## config.mk

```make
export PLATFORM = sky130hd
export DESIGN_NAME = pooled_list_insert_remove_core
export DESIGN_NICKNAME = d
export VERILOG_FILES = /design/src/hw/rtl/pli_pkg.sv /design/src/hw/rtl/pli_node_store.sv /design/src/hw/rtl/pooled_list_insert_remove_core.sv
export SDC_FILE = /design/constraint.sdc
export NUM_CORES = 1
export LEC_CHECK = 0
export CAP_MARGIN = 10
export CORE_ASPECT_RATIO = 0.8
export CORE_MARGIN = 4
export CORE_UTILIZATION = 25
export DETAILED_ROUTE_END_ITERATION = 8
export DONT_BUFFER_PORTS = 1
export PLACE_DENSITY_LB_ADDON = 0.08
export SLEW_MARGIN = 20
export SYNTH_ARGS = -nofsm -noshare
export SYNTH_HDL_FRONTEND = slang
export SYNTH_SLANG_ARGS = --single-unit
```

## constraint.sdc

```tcl
create_clock -name clk -period 7.27 [get_ports clk]
set_input_delay 0.727 -clock clk [delete_from_list [all_inputs] [get_ports clk]]
set_output_delay 0.727 -clock clk [all_outputs]
set_load 0.02 [all_outputs]
```

## src/hw/rtl/pli_pkg.sv

```systemverilog
// ----------------------------------------------------------------------------
// pli_pkg
// Shared codes and types for the pooled list insert/remove core.
// ----------------------------------------------------------------------------
package pli_pkg;

  typedef enum logic [1:0] {
    ST_DONE      = 2'd0,
    ST_FULL      = 2'd1,
    ST_NOT_FOUND = 2'd2
  } pli_status_t;

  localparam logic OP_INSERT = 1'b0;
  localparam logic OP_REMOVE = 1'b1;

  typedef struct packed {
    logic val_we;
    logic link_we;
  } pli_wr_ctl_t;

endpackage

```

## src/hw/rtl/pli_node_store.sv

```systemverilog
// ----------------------------------------------------------------------------
// pli_node_store
// Node value and link memories with registered read. Untouched nodes are
// tracked by a fill count and read back their reset link (next node or null).
// ----------------------------------------------------------------------------
module pli_node_store
  import pli_pkg::*;
#(
  parameter int POOL_NODES = 64,
  parameter int VALUE_BITS = 8,
  localparam int IW = (POOL_NODES > 1) ? $clog2(POOL_NODES) : 1,
  localparam int LW = $clog2(POOL_NODES + 1)
) (
  input  logic                  clk,
  input  logic                  rst,
  input  logic [IW-1:0]         rd_addr,
  output logic [VALUE_BITS-1:0] rd_value,
  output logic [LW-1:0]         rd_link,
  input  pli_wr_ctl_t           wr_ctl,
  input  logic [IW-1:0]         wr_val_addr,
  input  logic [VALUE_BITS-1:0] wr_val_data,
  input  logic [IW-1:0]         wr_link_addr,
  input  logic [LW-1:0]         wr_link_data
);

  logic [VALUE_BITS-1:0] val_mem [POOL_NODES];
  logic [LW-1:0]         link_mem [POOL_NODES];
  logic [LW-1:0]         link_raw;
  logic [IW-1:0]         addr_q;
  logic [LW-1:0]         fill;

  always_ff @(posedge clk) begin
    if (wr_ctl.val_we) begin
      val_mem[wr_val_addr] <= wr_val_data;
    end
    if (wr_ctl.link_we) begin
      link_mem[wr_link_addr] <= wr_link_data;
    end
    rd_value <= val_mem[rd_addr];
    link_raw <= link_mem[rd_addr];
    addr_q   <= rd_addr;
  end

  // node taken off the fresh part of the free list
  always_ff @(posedge clk) begin
    if (rst) begin
      fill <= '0;
    end else if (wr_ctl.link_we && (LW'(wr_link_addr) == fill)) begin
      fill <= fill + LW'(1);
    end
  end

  always_comb begin
    if (LW'(addr_q) < fill) begin
      rd_link = link_raw;
    end else if (addr_q == IW'(POOL_NODES - 1)) begin
      rd_link = LW'(POOL_NODES);
    end else begin
      rd_link = LW'(addr_q) + LW'(1);
    end
  end

endmodule

```

## src/hw/rtl/pooled_list_insert_remove_core.sv

```systemverilog
// ----------------------------------------------------------------------------
// pooled_list_insert_remove_core
// Bag of values in a fixed node pool: occupied list plus free list.
// ----------------------------------------------------------------------------
// Usage:
//   Input request (in_valid/in_stall): op = insert (0) or remove (1), value.
//   Output request (out_valid/out_stall): status (done, full, not found) and
//   the occupied count after the request. One result per input request.
//   The core takes one request at a time; in_stall is high while it works.
//   Path from accept to result register:
//     insert: S_INS (straight to the result when the pool is full),
//     remove: S_WALK over k nodes (1 .. used count, at most POOL_NODES),
//     then S_FREE; straight to the result when the list is empty.
//   The walk visits one node per cycle through the node memory read port.
//   The result sits in an output register; a new request is taken only in
//   the cycle the result leaves or once it is gone, so in_stall stays high
//   while out_stall holds a result.
//   Reset (rst, synchronous) empties the occupied list and restores the free
//   list at once through a fill count; no clearing pass is needed.
// ----------------------------------------------------------------------------
module pooled_list_insert_remove_core
  import pli_pkg::*;
#(
  parameter int POOL_NODES = 64,
  parameter int VALUE_BITS = 8
) (
  input  logic       clk,
  input  logic       rst,
  input  logic       in_valid,
  output logic       in_stall,
  input  logic       op,
  input  logic [7:0] value,
  output logic       out_valid,
  input  logic       out_stall,
  output logic [1:0] status,
  output logic [6:0] occupied_count
);

  localparam int IW = (POOL_NODES > 1) ? $clog2(POOL_NODES) : 1;
  localparam int LW = $clog2(POOL_NODES + 1);
  localparam logic [LW-1:0] NULL_LINK = LW'(POOL_NODES);

  typedef enum logic [1:0] {S_IDLE, S_INS, S_WALK, S_FREE} state_t;

  state_t                state;
  logic [VALUE_BITS-1:0] val;
  logic [LW-1:0]         occ_head;
  logic [LW-1:0]         free_head;
  logic [LW-1:0]         used;
  logic [LW-1:0]         cur;
  logic [LW-1:0]         prev;
  logic [LW-1:0]         steps;

  logic                  out_free;
  logic                  accept;
  logic [VALUE_BITS+7:0] val_ext;
  logic [VALUE_BITS-1:0] val_in;
  logic [LW+6:0]         cnt_inc;
  logic [LW+6:0]         cnt_dec;
  logic [LW+6:0]         cnt_same;

  logic [IW-1:0]         rd_addr;
  logic [VALUE_BITS-1:0] rd_value;
  logic [LW-1:0]         rd_link;
  pli_wr_ctl_t           wr_ctl;
  logic [IW-1:0]         wr_link_addr;
  logic [LW-1:0]         wr_link_data;
  logic                  cur_ok;
  logic                  hit;

  assign out_free = !out_valid || !out_stall;
  assign in_stall = (state != S_IDLE) || !out_free;
  assign accept   = in_valid && !in_stall;

  assign val_ext  = {{VALUE_BITS{1'b0}}, value};
  assign val_in   = val_ext[VALUE_BITS-1:0];
  assign cnt_inc  = {7'd0, used + LW'(1)};
  assign cnt_dec  = {7'd0, used - LW'(1)};
  assign cnt_same = {7'd0, used};

  assign cur_ok = cur < NULL_LINK;
  assign hit    = rd_value == val;

  always_comb begin
    case (state)
      S_IDLE:  rd_addr = (op == OP_REMOVE) ? occ_head[IW-1:0] : free_head[IW-1:0];
      S_WALK:  rd_addr = rd_link[IW-1:0];
      default: rd_addr = free_head[IW-1:0];
    endcase
  end

  always_comb begin
    wr_ctl       = '0;
    wr_link_addr = free_head[IW-1:0];
    wr_link_data = occ_head;
    case (state)
      S_INS: begin
        if (out_free) begin
          wr_ctl.val_we  = 1'b1;
          wr_ctl.link_we = 1'b1;
        end
      end
      S_WALK: begin
        wr_link_addr = prev[IW-1:0];
        wr_link_data = rd_link;
        wr_ctl.link_we = cur_ok && hit && (prev != NULL_LINK);
      end
      S_FREE: begin
        wr_link_addr = cur[IW-1:0];
        wr_link_data = free_head;
        wr_ctl.link_we = out_free && (cur != NULL_LINK);
      end
      default: begin
      end
    endcase
  end

  pli_node_store #(
    .POOL_NODES (POOL_NODES),
    .VALUE_BITS (VALUE_BITS)
  ) u_store (
    .clk          (clk),
    .rst          (rst),
    .rd_addr      (rd_addr),
    .rd_value     (rd_value),
    .rd_link      (rd_link),
    .wr_ctl       (wr_ctl),
    .wr_val_addr  (free_head[IW-1:0]),
    .wr_val_data  (val),
    .wr_link_addr (wr_link_addr),
    .wr_link_data (wr_link_data)
  );

  always_ff @(posedge clk) begin
    if (rst) begin
      state     <= S_IDLE;
      occ_head  <= NULL_LINK;
      free_head <= '0;
      used      <= '0;
      out_valid <= 1'b0;
    end else begin
      if (out_valid && !out_stall) begin
        out_valid <= 1'b0;
      end
      case (state)
        S_IDLE: begin
          if (accept) begin
            val <= val_in;
            if (op == OP_INSERT) begin
              if (free_head == NULL_LINK) begin
                out_valid      <= 1'b1;
                status         <= ST_FULL;
                occupied_count <= cnt_same[6:0];
              end else begin
                state <= S_INS;
              end
            end else if (used == '0) begin
              out_valid      <= 1'b1;
              status         <= ST_NOT_FOUND;
              occupied_count <= cnt_same[6:0];
            end else begin
              cur   <= occ_head;
              prev  <= NULL_LINK;
              steps <= '0;
              state <= S_WALK;
            end
          end
        end
        S_INS: begin
          if (out_free) begin
            occ_head       <= free_head;
            free_head      <= rd_link;
            used           <= used + LW'(1);
            out_valid      <= 1'b1;
            status         <= ST_DONE;
            occupied_count <= cnt_inc[6:0];
            state          <= S_IDLE;
          end
        end
        S_WALK: begin
          if (!cur_ok) begin
            state <= S_FREE;
            cur   <= NULL_LINK;
          end else if (hit) begin
            if (prev == NULL_LINK) begin
              occ_head <= rd_link;
            end
            state <= S_FREE;
          end else if (steps + LW'(1) == used) begin
            cur   <= NULL_LINK;
            state <= S_FREE;
          end else begin
            prev  <= cur;
            cur   <= rd_link;
            steps <= steps + LW'(1);
          end
        end
        S_FREE: begin
          // cur is null when the walk missed
          if (out_free) begin
            out_valid <= 1'b1;
            state     <= S_IDLE;
            if (cur == NULL_LINK) begin
              status         <= ST_NOT_FOUND;
              occupied_count <= cnt_same[6:0];
            end else begin
              free_head      <= cur;
              used           <= used - LW'(1);
              status         <= ST_DONE;
              occupied_count <= cnt_dec[6:0];
            end
          end
        end
        default: begin
          state <= S_IDLE;
        end
      endcase
    end
  end

endmodule

```

==> results of run 1 <==
[metal layers]
layer,GRT usage (%),up-vias,share of wire (%)
li1,-,12600,-
met1,24.19,13850,51
met2,22.41,570,42
met3,3.031,174,5.1
met4,3.136,0,1.9
met5,0,-,0
[worst paths after layout]
kind                            cells past startpoint             from  slack [ns]             endpoint
worst min-delay path                                1              rst        0.09            out_valid
worst max-delay path                               13  u_store.fill[2]        1.87  u_store.rd_value[6]
worst max register to register                     13  u_store.fill[2]        1.87  u_store.rd_value[6]
worst min register to register                      2      occ_head[4]        0.50          occ_head[4]
[where the power goes]
group          internal, uW  switching [uW]  leakage (uW)
combinational          1440            4170       0.00443
sequential             7100             234       0.00950
clock                  3140            2550       0.00172
total                 11700            6960        0.0157
[critical path, cell delays in order, from the launching register on]
cell     delay (ns)
dfxtp_1        0.38
inv_1          0.11
ha_1           0.35
a21o_1         0.19
a31oi_4        0.22
o21a_1         0.42
o211a_4        0.72
buf_12         0.51
buf_4          0.81
a21oi_1        0.15
a32oi_1        0.21
a22oi_1        0.14
a21oi_1        0.70
or4_1          0.22
[layout make-up]
| class | count | area [um2] |
|---|---|---|
| Multi-Input combinational cell | 2162 | 10880 |
| Timing Repair Buffer | 70 | 588.1 |
| Inverter | 13 | 68.82 |
| Sequential cell | 1050 | 31010 |
| Clock inverter | 47 | 381.6 |
| Tap cell | 2260 | 2828 |
| Antenna cell | 5 | 12.51 |
| Fill cell | 17360 | 121100 |
| Clock buffer | 165 | 3177 |
[sequential cells by signal, indices dropped and copies added, names as in the netlist]
signal	count
u_store.val_mem	512
u_store.link_mem	448
u_store.rd_value	8
val	8
cur	7
free_head	7
occ_head	7
occupied_count	7
prev	7
steps	7
u_store.fill	7
u_store.link_raw	7
used	7
u_store.addr_q	6
state	2
status	2
out_valid	1
[cells in the mapped netlist (all sizes together), types with 19 or more instances]
| cell | number |
|---|---|
| nor2 | 193 |
| nand2 | 939 |
| nor3 | 19 |
| xnor2 | 22 |
| nand3 | 307 |
| a32oi | 90 |
| o21ai | 23 |
| edfxtp | 998 |
| buf | 132 |
| a21oi | 192 |
| a31oi | 110 |
| dfxtp | 52 |
| clkbuf | 108 |
| a22oi | 75 |
| xor2 | 21 |
[kinds of logic (layout without fill, tap and decap cells)]
kind of cell,Yosys count,after routing,synth area share (%)
multiplexers,17,17,0.4016
adder cells (fa/ha/maj),11,11,0.3201
other,0,5,0
AND/OR/NAND/NOR,1560,1560,15.35
flip-flops,1050,1050,72.13
XOR/XNOR,43,43,0.8760
AO/OA/AOI/OAI,531,531,8.132
buffers and inverters,253,295,2.788
[metrics by stage]
step | area, um2 | total power, uW | hold slack [ns] | util, %
floorplan | 42990 | 10970 | 0.4538 | -
global placement | 45350 | 13270 | 0.4811 | 26.66
detailed placement | 45370 | 13210 | 0.4867 | 26.67
global route | 48940 | 19650 | 0.02819 | 28.77
CTS | 48930 | 18950 | 0.008897 | 28.77
finish | 48950 | 18630 | 0.08955 | 28.78
==> key figures, run 1 <==
Status
  – Status: finished, final reports clean

Layout
  – Layout net count: approximately 3400
  – Layout area overhead: 13.86%
  – Commonest cells after routing, fill and taps aside: 998 x edfxtp_1, 939 x nand2_1, 307 x nand3_1, 187 x a21oi_1, 187 x nor2_1
  – Leading cell type in the layout, fill and taps excluded: edfxtp_1
  – Share of cells above drive strength 1: 7.471%
  – Non-filler cells, final: 5772

Clock tree
  – CTS tree: yes
  – # H-tree levels: 3
  – Clock Tree Root: clkbuf_16
  – Reg clk slew, reported paths: 0.06 ns
  – Clock Latency Late Sink: ~0.76 ns
  – CTS buffer count: about 120
  – CTS Hold Bufs: 0
  – Resize count post-CTS: 0
  – Setup bufs post-CTS: 0
  – Clock Sinks: about 1100
  – Max Root-Sink Buffers: 3

Timing
  – Slew @ Worst Pin: 1.081 ns
  – Final setup vio count: 0
  – Slew Limit Fails: 0
  – Relative slew slack: 27.70%
  – Unrepaired setup endpoints after global routing: false
  – Clock skew: a little over 0.06 ns
  – Post-route setup TNS: 0 ns
  – Minimum clock period: about 5.4 ns
  – Tcrit/Tclk final: 74.33%
  – Final hold violation count: 0
  – Setup slack after layout: 1.866 ns
  – Fmax: 0.1851 GHz

Routing
  – Wirelength per Cell: between 20 and 25 um
  – Routed vias: 27190
  – Number of routed nets with antenna violations: 0
  – 1st-iter DRT viols: 2408
  – Vias per cell: around 4.7
  – WL final: around 140000 um
  – DR pass1 iterations: 7
  – Remaining DRCs: 0

Placement
  – Final RePlAce weighted congestion: 0.7348
  – Cell Count Post-Placement: 5555
  – Dpl ws: 1.698 ns
  – Post-detail-place hpwl: roughly 84000 um
  – IO Port Bufs: 0

Synth
  – Flops & latches, synth: around 1100
  – Share of the synthesized area in the top cell type: 69.71%
  – Avg Inst Size Synth: between 10 and 15 um2
  – Unique masters post-synth: 65
  – Post-synth EDFFs: 998
  – Post-synth ARST share: 0%
  – Main synth FF type: edfxtp_1
  – Area leader, netlist: edfxtp_1
  – Synth top area cells: edfxtp_1 70%, nand2_1 8.2%, nand3_1 3.6%, dfxtp_1 2.4%, a21oi_1 2.2%
  – Synthesized area: roughly 43000 um2
  – Gate Count Post-Synth: 3465
  – Synth warnings: 0
  – Sequential-to-total area share from yosys stat: 72.13%
  – Syn nets: 3489

Global routing
  – Wire length of the first global-routing pass: a little over 200000 um
  – Vias in the first global route: 26720
  – Largest net degree at the start of global routing: about 180
  – Total grt overflow: 0
  – All-Layer GR Usage: between 10% and 20%
  – Initial antenna violation count: 9

Critical path
  – Critical Path Start Type: flop
  – CP Max Fanout: roughly 120
  – CP endpoint kind: flop
  – Critical path class: flop to flop
  – WP data required: 7.97 ns
  – CP arrival: 6.10 ns

Worst hold path
  – Worst Hold Class: input port to flop

Flow run
  – Max Cap Viol: 0

Power
  – Pwr Density: approximately 380 nW/um2
  – Cell leakage power: 0.01566 uW
  – Worst VDD drop: 0.2770 mV

Floorplanning
  – Width of the die: 471.6 um
  – Core box area: about 170000 um2
  – Chip Height: 378.9 um
  – Starting Density: 25.27%
  – I/O Pins: 24
  – # rows: 135
  – Die area: approximately 180000 um2
No activity file was read; power rests on OpenSTA's default activity.
==> run 2, diff against run 1 <==
==> constraint.sdc (replaced) <==
create_clock -name clk -period 4.95 [get_ports clk]
set_input_delay 0.495 -clock clk [delete_from_list [all_inputs] [get_ports clk]]
set_output_delay 0.495 -clock clk [all_outputs]
set_load 0.02 [all_outputs]
==> run 2 against run 1 <==
Against the previous run: worst setup slack got worse by 1.5 ns; clock power rose by 52%; clock skew down 0.0043 ns; wire length rose by 1.4%; largest cell class unchanged.
==> key figures, run 2 (synthesis gave the netlist of run 1 again) <==
Power
  – Comb pwr share: 31.2% (+1.1 points)
  – Clock power frac: 30.7% (+0.2 points)
  – Psw: 10550 uW (+52%)
  – Worst VDD drop: 0.3203 mV (+16%)
  – Pwr Density: 568.7 nW/um2 (+49%)
  – Flop pwr share: 38.2% (-1.2 points)
  – Int Power: 17740 uW (+52%)
  – Power Total: 28290 uW (+52%)
  – Cell leakage power: 0.01609 uW (+2.8%)
  – Sw Ratio: 37.29% (-0.048 points)

Timing
  – WHS: 0.1238 ns (+0.03426 ns)
  – Fmax: 0.2191 GHz (+18%)
  – Clock skew: 0.05618 ns (-0.004312 ns)
  – Tcrit/Tclk final: 92.22% (+18 points)
  – Slew @ Worst Pin: 1.139 ns (+0.05812 ns)
  – Post-route setup TNS: 0 ns (unchanged)
  – Final setup vio count: 0 (unchanged)
  – Relative slew slack: 23.81% (-3.9 points)
  – Final hold violation count: 0 (unchanged)
  – Unrepaired setup endpoints after global routing: false
  – Minimum clock period: 4.565 ns (-0.8391 ns)
  – Slew Limit Fails: 0 (unchanged)

Clock tree
  – Setup bufs post-CTS: 0 (unchanged)
  – Max Root-Sink Buffers: 3 (unchanged)
  – CTS buffer count: 115 (unchanged)
  – Clock Tree Root: clkbuf_16
  – Clock Latency Late Sink: 0.78 ns (+0.02 ns)
  – CTS Hold Bufs: 12 (+12)
  – # H-tree levels: 3 (unchanged)
  – Resize count post-CTS: 0 (unchanged)
  – Reg clk slew, reported paths: 0.06 ns (about the same)
  – Clock Sinks: 1050 (unchanged)
  – CTS tree: yes

Critical path
  – CP endpoint kind: flop
  – WP data required: 5.66 ns (-2.31 ns)
  – CP Cell Sequence: inv_1 -> ha_1 -> a21o_1 -> a31oi_4 -> o21ai_2 -> mux2i_1 -> o21ai_1 -> and2_2 -> buf_12 -> nand3_1 -> a31oi_1 -> or4_1
  – Critical Path Start Type: flop
  – Reg2Reg Launch Point: u_store.fill[2]
  – Crit path buf inv count: 2 (-1)
  – CP arrival: 5.28 ns (-0.82 ns)
  – Critical path's top delay family: compound AO/OA/AOI/OAI gates
  – Critical path class: flop to flop
  – Worst setup path start: u_store.fill[2]
  – CP Max Fanout: 30 (-74%)
  – Slowest-stage cell, CP: o21ai_1
  – Largest stage delay, worst path: 0.74 ns (-0.07 ns)

Routing
  – Number of routed nets with antenna violations: 0 (unchanged)
  – 1st-iter DRT viols: 2309 (-4.1%)
  – Remaining DRCs: 0 (unchanged)
  – Wirelength per Cell: 24.67 um (+0.24%)
  – DR pass1 iterations: 5 (-2)
  – WL final: 144100 um (+1.4%)
  – Vias per cell: 4.715 (about the same)
  – Routed vias: 27530 (+1.3%)

Floorplanning
  – Chip Height: 378.9 um (unchanged)
  – Starting Density: 25.27% (unchanged)
  – Width of the die: 471.6 um (unchanged)
  – I/O Pins: 24 (unchanged)
  – # rows: 135 (unchanged)
  – Die area: 178700 um2 (unchanged)
  – Core box area: 170100 um2 (unchanged)

Layout
  – Register Area: 31010 um2 (unchanged)
  – Layout area overhead: 15.74%
  – Fillers: 17270 (-0.54%)
  – Leading cell type in the layout, fill and taps excluded: edfxtp_1
  – Top reg by flops: u_store.val_mem
  – Post-route design area: 49760 um2 (+1.6%)
  – Largest regs: u_store.val_mem x512, u_store.link_mem x448
  – Layout net count: 3498 (+1.8%)
  – Share of cells above drive strength 1: 9.099% (+1.6 points)
  – Commonest cells after routing, fill and taps aside: 998 x edfxtp_1, 939 x nand2_1, 307 x nand3_1, 189 x nor2_1, 186 x a21oi_1
  – Max FFs per register: 512 (unchanged)
  – Core Util, Final: 29.25% (+0.47 points)
  – Area of the multi-input gates: 10870 um2 (about the same)

Placement
  – DP Area: 45870 um2 (+1.1%)
  – Post-detail-place hpwl: 88400 um (+5.5%)
  – Final RePlAce weighted congestion: 0.7597 (+3.4%)
  – IO Port Bufs: 0 (unchanged)

Worst hold path
  – Worst hold start: in_valid
  – Worst Hold Class: input port to flop

Global routing
  – Initial antenna violation count: 10 (+1)
  – Vias in the first global route: 26960 (+0.87%)
  – Total grt overflow: 0 (unchanged)
  – All-Layer GR Usage: 15.84% (+0.23 points)
  – Wire length of the first global-routing pass: 207000 um (+1.3%)
  – Largest net degree at the start of global routing: 121 (-32%)

Flow run
  – Max Cap Viol: 0 (unchanged)

Status
  – Status: finished, final reports clean
run 2: through the flow:
step / worst slack [ns] / std cells
global route: 0.1928 / 5833
global placement: 0.4857 / 5605
detailed placement: 0.4203 / 5605
finish: 0.3853 / 5839
floorplan: 0.1769 / 3465
CTS: 0.4155 / 5832
run 2: worst reg2reg max path, stage by stage, from the launching register on:
cell	delay (ns)
dfxtp_1	0.39
inv_1	0.14
ha_1	0.36
a21o_1	0.19
a31oi_4	0.21
o21ai_2	0.15
mux2i_1	0.24
o21ai_1	0.75
and2_2	0.66
buf_12	0.33
nand3_1	0.26
a31oi_1	0.62
or4_1	0.22
run 2: path summary, 6_finish.rpt:
path                                             to  slack, ns  depth (start not counted)
worst max-delay path            u_store.link_raw[1]       0.39                         12
worst min-delay path                       state[0]       0.12                          3
worst max register to register  u_store.link_raw[1]       0.39                         12
worst min register to register          occ_head[6]       0.49                          1
run 2: power by group through the flow:
| stage | sequential [uW] | combinational (uW) | clock, uW |
|---|---|---|---|
| after floorplan | 10800 | 5320 | 0 |
| after global routing | 10800 | 9700 | 9320 |
| after CTS | 10800 | 9030 | 8950 |
| after detailed placement | 11000 | 9000 | 0 |
| final | 10800 | 8830 | 8670 |
| after global placement | 11000 | 9060 | 0 |
run 2: layout make-up:
class,count,share of cell area (%)
antenna,7,0.03521
clock buffer,167,6.458
clock inverter,48,1.056
inverter,13,0.1383
multi-input combinational,2162,21.85
sequential,1050,62.33
tap,2260,5.683
timing repair buffer,132,2.449
run 2: layer usage:
metal | vias to the layer above | wire length [um] | track usage (%)
met1 | 14140 | 75920 | 25.11
met5 | - | 0 | 0
met4 | 0 | 2256 | 2.775
met3 | 147 | 6280 | 2.834
met2 | 486 | 59600 | 22.43
li1 | 12760 | - | -
